--- config.mk ---
export PLATFORM = sky130hd
export DESIGN_NAME = eia_ptbuf
export DESIGN_NICKNAME = d
export VERILOG_FILES = /design/src/rtl/eia_pkg.sv /design/src/rtl/eia_ptbuf.sv
export SDC_FILE = /design/constraint.sdc
export NUM_CORES = 1
export LEC_CHECK = 0
export ABC_AREA = 1
export ABC_CLOCK_PERIOD_IN_PS = 17200
export BUFFER_PORTS_ARGS = -buffer_cell sky130_fd_sc_hd__buf_2
export CAP_MARGIN = 20
export CORE_ASPECT_RATIO = 1.25
export CORE_MARGIN = 1
export CORE_UTILIZATION = 40
export DETAILED_ROUTE_END_ITERATION = 7
export GPL_TIMING_DRIVEN = 0
export PLACE_DENSITY = 0.66
export SLEW_MARGIN = 20
export SYNTH_ARGS = -nofsm -noshare
export SYNTH_HDL_FRONTEND = slang
export SYNTH_SLANG_ARGS = --single-unit
--- constraint.sdc ---
create_clock -name i_clk -period 17.2 [get_ports i_clk]
set_input_delay 1.72 -clock i_clk [delete_from_list [all_inputs] [get_ports i_clk]]
set_output_delay 1.72 -clock i_clk [all_outputs]
set_load 0.005 [all_outputs]
--- src/rtl/eia_pkg.sv ---
// shared types, constants and helpers of the element integral accumulator
package eia_pkg;

    localparam int MAX_NODES_DEF = 8;
    localparam int MAX_FACES_DEF = 6;

    localparam int DW      = 32;            // q16.16 operand
    localparam int WW      = 31;            // point weight
    localparam int AW      = 64;            // accumulator
    localparam int FRAC    = 16;
    localparam int PAIR_K  = 5;
    localparam int NODE_K  = 4;
    localparam int LANE_K  = 5;
    localparam int PT_W    = 4 * DW;
    localparam int PROD_W  = 2 * DW - FRAC;
    localparam int LANE_W  = PROD_W + 2;    // sum of three products
    localparam int LO_W    = 25;
    localparam int HI_W    = LANE_W - LO_W;
    localparam int FULL_W  = HI_W + WW + 1 + LO_W;
    localparam int SH_W    = FULL_W - FRAC;

    localparam int OFF_REGION = 0;
    localparam int OFF_NODE   = 3;
    localparam int OFF_COL    = 6;
    localparam int OFF_VAL    = 9;
    localparam int OFF_GX     = OFF_VAL + DW;
    localparam int OFF_GY     = OFF_GX + DW;
    localparam int OFF_GZ     = OFF_GY + DW;
    localparam int OFF_W      = OFF_GZ + DW;
    localparam int S_TDATA_W  = OFF_W + WW;
    localparam int M_TDATA_W  = AW * (PAIR_K + NODE_K);

    typedef enum logic [1:0] {
        REQ_LOAD  = 2'd0,
        REQ_READ  = 2'd1,
        REQ_CLEAR = 2'd2
    } t_req;

    typedef enum logic [3:0] {
        ST_CLR, ST_IDLE, ST_RDOUT, ST_IROW, ST_ILAT, ST_JRD,
        ST_MUL1, ST_SUM, ST_NRD, ST_MUL2, ST_FIN, ST_WB
    } t_state;

    typedef struct packed {
        logic ld_row;
        logic ld_prod;
        logic ld_lane;
        logic node_pass;
        logic ld_part;
        logic ld_term;
    } t_arith_ctl;

    typedef struct packed {
        logic pair_re;
        logic pair_we;
        logic node_re;
        logic node_we;
    } t_mem_ctl;

    function automatic logic [AW-1:0] sat_add(input logic [AW-1:0] a, input logic [AW-1:0] b);
        logic [AW:0] s;
        s = {a[AW-1], a} + {b[AW-1], b};
        if (s[AW] != s[AW-1]) begin
            sat_add = s[AW] ? {1'b1, {(AW-1){1'b0}}} : {1'b0, {(AW-1){1'b1}}};
        end else begin
            sat_add = s[AW-1:0];
        end
    endfunction

endpackage

--- src/rtl/eia_ptbuf.sv ---
// point buffer memory: shape value and gradient of each node
module eia_ptbuf import eia_pkg::*; #(
    parameter int MAX_NODES = MAX_NODES_DEF,
    localparam int NW = $clog2(MAX_NODES)
) (
    input  logic            i_clk,
    input  logic            i_we,
    input  logic [NW-1:0]   i_waddr,
    input  logic [PT_W-1:0] i_wdata,
    input  logic            i_re,
    input  logic [NW-1:0]   i_raddr,
    output logic [PT_W-1:0] o_rdata
);

    logic [PT_W-1:0] r_mem [MAX_NODES];
    logic [PT_W-1:0] r_rdata;

    always_ff @(posedge i_clk) begin
        if (i_we) begin
            r_mem[i_waddr] <= i_wdata;
        end
        if (i_re) begin
            r_rdata <= r_mem[i_raddr];
        end
    end

    assign o_rdata = r_rdata;

endmodule

* Yosys cells after proc, flatten, opt, wreduce, memory -nomap -nowiden
Memories as Yosys holds them, arrays and structs flattened. A register that Yosys moved wholly into a read port is not among the register bits.
Cells that the tools add are included.
** Storage, ports and cells
- Register bits :: 0
- Bits in writable memories :: 1024
- Input bits :: 137
- Output and inout port bits :: 128
- Logic and storage cells :: 3
- Memories :: 1
** Memory list
- r_mem :: depth 8, width 128, read ports 1, clocked after Yosys merged registers in 1, wr ports 1, RTL line eia_ptbuf.sv:15 : logic [PT_W-1:0] r_mem [MAX_NODES];
** Cells by class
- Mux-type cells :: 2
** Operators by type and width (count)
- two-way mux 1 bit :: 2

* Logic depth before layout (Yosys ltp)
Gate-level depths: netlist of the first run.
- Depth in word-level cells :: 2
- Depth in mapped cells :: 9
- Gate-level depth less buffers :: 6

* Least setup slack after synthesis of the first run
Ideal clock, no wire load.
- Kind :: input-to-reg
- Start point :: input port i_waddr[2]
- End point :: memory r_mem[0][0] in the netlist's numbering, enable pin
- Library setup time :: 618 ps
- Data arrival time :: 7184 ps
- Data required time :: 16582 ps
- Setup slack :: 9398 ps
- Stages on the path :: 3
- Path buffers :: 0
- Cells stage by stage :: inv_1 > nand2_1 > nor2_1
** RTL lines
- start: declaration :: RTL line eia_ptbuf.sv:8 : input logic [NW-1:0] i_waddr,
- end: declaration :: RTL line eia_ptbuf.sv:15
Straight into the memory's write port.

* Worst setup path in the final report of the first run
- Start point :: register r_rdata[0] (netlist: o_rdata[0]) (read register of r_mem)
- End point :: output port o_rdata[0]
** RTL lines
- start: declaration :: RTL line eia_ptbuf.sv:16 : logic [PT_W-1:0] r_rdata;
- end: declaration :: RTL line eia_ptbuf.sv:12 : output logic [PT_W-1:0] o_rdata
No word-level cell between the ends.

==> results of run 1 <==
[sequential cells by signal, indices dropped and copies added, names as in the netlist]
signal / cells
r_mem: 1024
o_rdata: 128
[layer usage]
| metal | routed length [um] | share of wire | track usage |
|---|---|---|---|
| met4 | 4510 | 0.036 | 0.0916 |
| met1 | 49400 | 0.39 | 0.254 |
| met3 | 9960 | 0.079 | 0.0425 |
| met5 | 196 | 0.0016 | 0 |
| met2 | 61700 | 0.49 | 0.343 |
[placed cells by master (no fill, tap or decap)]
| cell type | n |
|---|---|
| clkbuf_16 | 109 |
| buf_4 | 20 |
| bufinv_16 | 8 |
| inv_6 | 3 |
| clkbuf_2 | 2 |
| clkbuf_1 | 56 |
| edfxtp_1 | 1152 |
| clkinvlp_4 | 2 |
| diode_2 | 15 |
| nand2_1 | 1670 |
| inv_16 | 2 |
| clkinv_1 | 29 |
| inv_4 | 1 |
| buf_16 | 20 |
| clkinv_8 | 2 |
| clkinv_4 | 2 |
| inv_2 | 1 |
| clkinv_2 | 15 |
| inv_1 | 1028 |
| nand3_1 | 512 |
| buf_2 | 399 |
| buf_6 | 6 |
| clkinv_16 | 1 |
| buf_12 | 37 |
| nor2_4 | 8 |
| buf_8 | 1 |
[cell type report]
type / count / area (um2)
antenna: 15 / 37.5
buffer: 198 / 1040
clock buffer: 133 / 2820
clock inverter: 64 / 586
fill: 10600 / 63500
inverter: 1030 / 3870
multi-input combinational: 2190 / 8920
sequential: 1152 / 34600
tap: 1584 / 1980
timing repair buffer: 319 / 2610
[power groups by stage]
| stage | Sequential [W] | Combinational (W) | Clock, W |
|---|---|---|---|
| final | 0.00323 | 0.000433 | 0.00233 |
| after global routing | 0.00324 | 0.000481 | 0.00248 |
| after CTS | 0.00323 | 0.000437 | 0.00237 |
| after detailed placement | 0.00329 | 0.000435 | 0 |
| after global placement | 0.00331 | 0.000404 | 0 |
| after floorplan | 0.00330 | 0.000218 | 0 |
[kinds of logic (layout without fill, tap and decap cells)]
family	after synthesis	after routing	synth area share
other	0	15	0
buffers and inverters	1228	1744	0.101
flip-flops	1152	1152	0.715
AND/OR/NAND/NOR	2190	2190	0.183
[through the flow]
stage / setup slack [ps] / power [W] / hold WS, ps / utilization / area (um2)
2_1_floorplan: 9400 / 0.00352 / 662 / - / 48400
3_3_place_gp: 3610 / 0.00372 / 689 / 0.431 / 51700
3_5_place_dp: 13620 / 0.00373 / 692 / 0.442 / 53000
4_1_cts: 14010 / 0.00604 / 708 / 0.470 / 56400
5_1_grt: 14020 / 0.00620 / 749 / 0.471 / 56400
6_report: 14060 / 0.00600 / 712 / 0.471 / 56500
[worst paths after layout]
path	from	cells past startpoint	slack, ps	endpoint
worst min-delay path	r_mem[4][91]	6	710	o_rdata[91]
worst min register to register	r_mem[4][91]	6	710	o_rdata[91]
worst max-delay path	o_rdata[0]	1	14060	o_rdata[0]
worst max register to register	r_mem[3][47]	6	16040	o_rdata[47]
==> summary by stage, run 1 <==
Final layout
In the final layout, the share of cells above drive strength 1 is 0.126. After the last flow step, the layout net total stands at 5136. The area growth from synthesis to layout is 16.7%.

The finished layout holds 6685 standard cells, fillers aside.

Detailed routing
The antenna violation net count after detailed routing is 0. The count of TritonRoute iterations in the first routing pass is 7. The number of DRC violations after detailed-routing iteration 0 is 3034.

Wires add up to 126000 um. In the final routed layout, each cell accounts on average for 18.8 um. Using the TritonRoute via totals, the vias-per-cell ratio works out to 4.73.

The number of DRC violations after detailed routing is 0. Detailed routing inserted a total of 31600 vias.

Power and ir drop
The combinational fraction of design power is 0.072. The worst-case IR drop observed on VDD is 0.0853 mV. The analysis attributes to net switching a power of 0.00137 W.

The internal power is 0.00462 W. The total power density per cell area is 106 nW/um2. For this design the static power due to leakage is 25.5 nW. Of the total power, the share spent switching nets is 0.229. Of the total power, the clock network draws 0.388. The share of total power dissipated in sequential elements is 0.539.

GRT
The total congestion overflow after global routing is 0. Entering global routing, the biggest net connects 71 pins. Across every metal layer, demand over resource in global routing totals 0.205. The via count of the first global-routing pass is 30600. The initial antenna violation count is 44.

The wire length of the first global-routing pass is 185000 um.

Timing
The clock period minus final worst setup slack is 3140 ps. The share of the cycle needed by the critical path after routing is 0.183. The worst max-slew margin expressed relative to the limit is 0.475.

Setup repair after global routing left no endpoint under its margin. The maximum clock skew at final layout is 28.7 ps. The final-layout setup total negative slack is 0 ps.

The highest clock frequency the design can meet is 318 MHz. Setup violations remaining at the end of the flow were counted as 0. The number of max-slew violations in the final report was 0.

The final hold violation count is 0. For the pin with the worst max-slew slack, the measured transition is 787 ps.

Worst setup path
The data arrival time of the critical path is 1420 ps. The start-to-end type of the worst setup path is reg -> out. The maximum cell stage delay along the critical path is 520 ps.

The startpoint type of the worst setup path is a register. The critical path endpoint category is a primary output. The number of buffers and inverters on the critical path is 1. The kind of cell with the highest combined delay along the critical path is flip-flops. The slowest stage of the critical path belongs to the cell edfxtp_1. The required time reported for the critical path endpoint is 15480 ps. The largest fanout on the critical path is 1.

Traced cell by cell, the critical path runs through buf_2.

Synthesis
Sorting the synthesized cells by area gives the leading types as edfxtp_1, nand2_1, inv_1, nand3_1, buf_2. The dominant cell by count in the synthesized netlist is nand2_1. The async set-reset flop share out of synthesis is 0. The share of synthesized area in the top cell type comes to 0.715.

Counting every net in the synthesized netlist gives 4707. In this run the cell area of the synthesized design comes to 48400 um2. The number of enable flip-flop cells after synthesis is 1152. Yosys mapped the design onto 11 distinct sky130hd cell types. The number of warnings reported in the yosys synthesis log is 0.

The flop and latch count out of synthesis is 1152. The post-synthesis instance total is 4570. The most used flip-flop cell after synthesis is edfxtp_1.

In the synthesized netlist, the cells that appear most often are nand2_1, edfxtp_1, inv_1. The cell taking the most area after synthesis is edfxtp_1. Of the synthesized area, sequential elements account for 0.715. The synthesized area divided by synthesized cell count is 10.6 um2.

Clocking
The cts-stage hold buffer count is 0. In this run, CTS created clock tree buffers numbering 108. For the worst-skew pair, the clock arrives at the later sink with an insertion delay of 720 ps.

In this run the post-CTS setup repair buffer count came out at 0. Counting every sink on the clock net gives 1152. Post-CTS repair changed the size of 0 cells. The tree is rooted in a clkbuf_16. The number of H-tree levels is 3.

The clock input transition at the sequential cells of the worst setup and hold paths is 60 ps. TritonCTS built the clock tree. The maximum clock insertion buffer count is 3.

Floorplanning
The horizontal die dimension is 313 um. Row generation in the floorplan step produced 142 rows. The core region is 120000 um2. Measured along the y axis, the die boundary spans 391 um. The number of ports placed on the die boundary is 265. The initial utilization of the core area, before any placement, comes to 0.403. The overall die area is 122000 um2.

Flow run
The total of max-cap violations is 0.

Placed design
The routability congestion estimate is 0.778. Summed over all nets, the half-perimeter wirelength after detailed placement is 82800 um. The count of buffers added on input and output ports is 262.

The total placed cells including tap cells is 6473.

Min path
The path class of the lowest-slack min-delay path is reg -> reg.

Status
The flow ran to the end, and the final reports show no timing, DRC or antenna violations.
(Power assumes the default switching activity.)
==> run 2: changes to the inputs <==
--- a/config.mk
+++ b/config.mk
@@ -6,7 +6,7 @@
 export NUM_CORES = 1
 export LEC_CHECK = 0
 export ABC_AREA = 1
-export ABC_CLOCK_PERIOD_IN_PS = 17200
+export ABC_CLOCK_PERIOD_IN_PS = 2640
 export BUFFER_PORTS_ARGS = -buffer_cell sky130_fd_sc_hd__buf_2
 export CAP_MARGIN = 20
 export CORE_ASPECT_RATIO = 1.25
@@ -14,7 +14,7 @@
 export CORE_UTILIZATION = 40
 export DETAILED_ROUTE_END_ITERATION = 7
 export GPL_TIMING_DRIVEN = 0
-export PLACE_DENSITY = 0.66
+export PLACE_DENSITY = 0.68
 export SLEW_MARGIN = 20
 export SYNTH_ARGS = -nofsm -noshare
 export SYNTH_HDL_FRONTEND = slang
==> constraint.sdc (replaced) <==
create_clock -name i_clk -period 2.64 [get_ports i_clk]
set_input_delay 0.264 -clock i_clk [delete_from_list [all_inputs] [get_ports i_clk]]
set_output_delay 0.264 -clock i_clk [all_outputs]
set_load 0.005 [all_outputs]
==> summary by stage, run 2 (synthesis gave the netlist of run 1 again) <==
Floorplanning
The number of core rows came to 142 (unchanged). The horizontal die dimension is 313 um (unchanged). The overall die area came to 122000 um2 (unchanged). The vertical die dimension came to 391 um (unchanged). The effective utilization at floorplan is 0.403 (unchanged). The core box area is 120000 um2 (unchanged). The number of ports placed on the die boundary is 265 (unchanged).

Final layout
Leaving out fill and tap cells, the most frequent cell in the layout is nand2_1. The post-route cell area is 57700 um2 (+2.1%). The number of flip-flops under the largest register name was 1024 (unchanged).

Counting flops per register, the top entry is r_mem. Leaving out fill and tap cells, the most frequent cells in the layout are nand2_1, edfxtp_1, inv_1. The net count of the finished layout came to 5264 (+2.5%). From synthesis to final layout, the design area changed by 19.2%. The share of cells above drive strength 1 is 0.125 (-0.00107).

Clocking
TritonCTS built the clock tree. The count of buffers added by post-CTS timing repair for setup is 0 (unchanged). The maximum clock insertion buffer count is 3 (unchanged).

The number of buffers inserted during clock tree synthesis was 106 (-1.9%). The clock sink count is 1152 (unchanged). The cts-stage hold buffer count came to 129 (+129). The number of gates resized after cts is 0 (unchanged). The clock latency at the later pin of the worst-skew pair is 710 ps (about the same). The clock input transition at the sequential cells of the worst setup and hold paths was 60 ps (about the same). The number of H-tree levels is 3 (unchanged). The cell sitting at the root of the clock tree is a clkbuf_16.

Timing
The clock period minus final worst setup slack is 1660 ps. The worst-margin pin slew is 795 ps (+7.75 ps). The post-route worst hold slack came to 53.4 ps (-659 ps).

The worst-case setup margin in the final layout was 984 ps (-13080 ps). The number of max-slew violations in the final report is 0 (unchanged). The highest clock frequency the design can meet is 604 MHz. The final hold violation count is 0 (unchanged). The final setup violation count is 0 (unchanged). The worst max-slew margin expressed relative to the limit is 0.470 (-0.00517). Setup repair after global routing left no endpoint under its margin. The share of the cycle needed by the critical path after routing is 0.627. The maximum clock skew at final layout came to 29.8 ps (+1.10 ps).

Power and ir drop
The internal power was 0.0298 W (+540%). The standby leakage power is 26.0 nW (+1.9%). The fraction of power consumed by the clock network is 0.377 (-0.011). The switching share of total power came to 0.230 (+0.00123). The worst IR drop on VDD is 0.541 mV (+530%). The power dissipated by switching net loads is 0.00890 W (+550%).

The overall power after layout is 0.0387 W (+540%). The combinational fraction of design power is 0.079 (+0.007). The total power density per cell area is 671 nW/um2 (+530%). The sequential power share is 0.545 (+0.006).

Worst setup path
The register-to-register path setup slack came to 1470 ps (-14570 ps). The startpoint of the worst register-to-register path is r_mem[6][105]. The maximum cell stage delay along the critical path is 500 ps (-20 ps). The start-to-end type of the worst setup path is reg -> out. STA classifies the critical path startpoint as a register. In this run the worst setup path begins at o_rdata[62]. The required time reported for the critical path endpoint came to 2380 ps (-13100 ps). The kind of cell adding the most delay to the critical path is flip-flops. The data arrival time of the critical path is 1390 ps (-30 ps). The capturing instance or port of the critical path is o_rdata[62].

The worst setup path is captured at a primary output. The worst reg2reg path depth is 6 (unchanged). The count of buffering cells on the critical path with inverters included came to 1 (unchanged). The endpoint identified for the worst register-to-register timing path is o_rdata[105]. The slowest cell on the critical path is edfxtp_1.

The cell depth of the worst setup path is 1 (unchanged). The critical path goes through buf_2. The largest fanout on the critical path is 1 (unchanged).

GRT
The wire length of the first global-routing pass is 189000 um (+2.0%). The via count of the first global-routing pass is 31600 (+3.2%). The overall routing resource usage is 0.208 (+0.00327). The total congestion overflow after global routing was 0 (unchanged).

The initial antenna violation count was 26 (-41%). The pin count of the biggest net entering global routing came to 69 (-2.8%).

Status
The flow ran to the end, and the final reports show no timing, DRC or antenna violations.

Detailed routing
The number of DRC violations after detailed-routing iteration 0 is 2853 (-6.0%). The detail-routed via count per cell came to 4.74 (+0.16%). The total detailed-routing wirelength came to 128000 um (+1.9%). The count of TritonRoute iterations in the first routing pass is 6 (-1).

The wire length per cell came to 18.9 um (+0.34%). The total vias in the final route is 32200 (+1.8%). The number of DRC violations after detailed routing is 0 (unchanged). The antenna violation net count after detailed routing is 0 (unchanged).

Flow run
The total of max-cap violations is 0 (unchanged).

Placed design
The half-perimeter wire length after placement came to 84200 um (+1.7%). The routability congestion estimate is 0.775 (-0.40%). The count of port buffers added during placement was 262 (unchanged). The post-placement setup slack is 268 ps (-13350 ps). The area of placed instances was 53100 um2 (+0.23%).

Min path
In this run the worst hold path is classified as in -> reg.
-- run 2: changes by cell type in the layout (fill, tap and decap cells not counted), sizes merged --
cell and delta:
buf +1, bufinv -3, clkbuf -7, clkinv -4, diode -9, dlygate4sd3 +129
-- run 2: metal layers --
layer | share of wire | wire length, um | track usage
met3 | 0.074 | 9510 | 0.0385
met4 | 0.040 | 5070 | 0.0934
met1 | 0.39 | 50300 | 0.252
met2 | 0.49 | 63200 | 0.359
met5 | 0.00091 | 117 | 0
-- run 2: worst min-delay path by stage --
stage | start | to | cells past startpoint
2_1_floorplan | i_wdata[0] | r_mem[0][0] | 0
3_3_place_gp | i_wdata[91] | r_mem[6][91] | 1
3_5_place_dp | i_wdata[103] | r_mem[7][103] | 1
4_1_cts | i_we | r_mem[5][9] | 3
5_1_grt | i_we | r_mem[5][9] | 3
6_report | i_we | r_mem[5][9] | 3
-- run 2: power groups by stage --
stage	registers, W	logic, W	clock network, W
global placement	0.0215	0.00268	0
global route	0.0211	0.00336	0.0154
floorplan	0.0215	0.00144	0
detailed placement	0.0215	0.00287	0
CTS	0.0211	0.00307	0.0148
finish	0.0211	0.00305	0.0146
-- run 2: area by class of cell --
type	count	area, um2
Fill cell	10500	62300
Sequential cell	1152	34600
Multi-Input combinational cell	2190	9010
Inverter	1030	3920
Timing Repair Buffer	449	3890
Clock buffer	126	2750
Tap cell	1584	1980
Buffer	198	1040
Clock inverter	57	459
Antenna cell	6	15.0
-- run 2: metrics by stage --
stage | TNS (ps) | cells | util
floorplan | -42450 | 4570 | -
detailed placement | 0 | 6474 | 0.443
global route | 0 | 6792 | 0.481
finish | 0 | 6792 | 0.481
global placement | -2317160 | 6416 | 0.432
CTS | 0 | 6786 | 0.481
-- run 2: tightest hold or removal path, delay by kind of cell --
family,cells,cell delay (ps)
buf+inv,1,160
simple gates,2,170
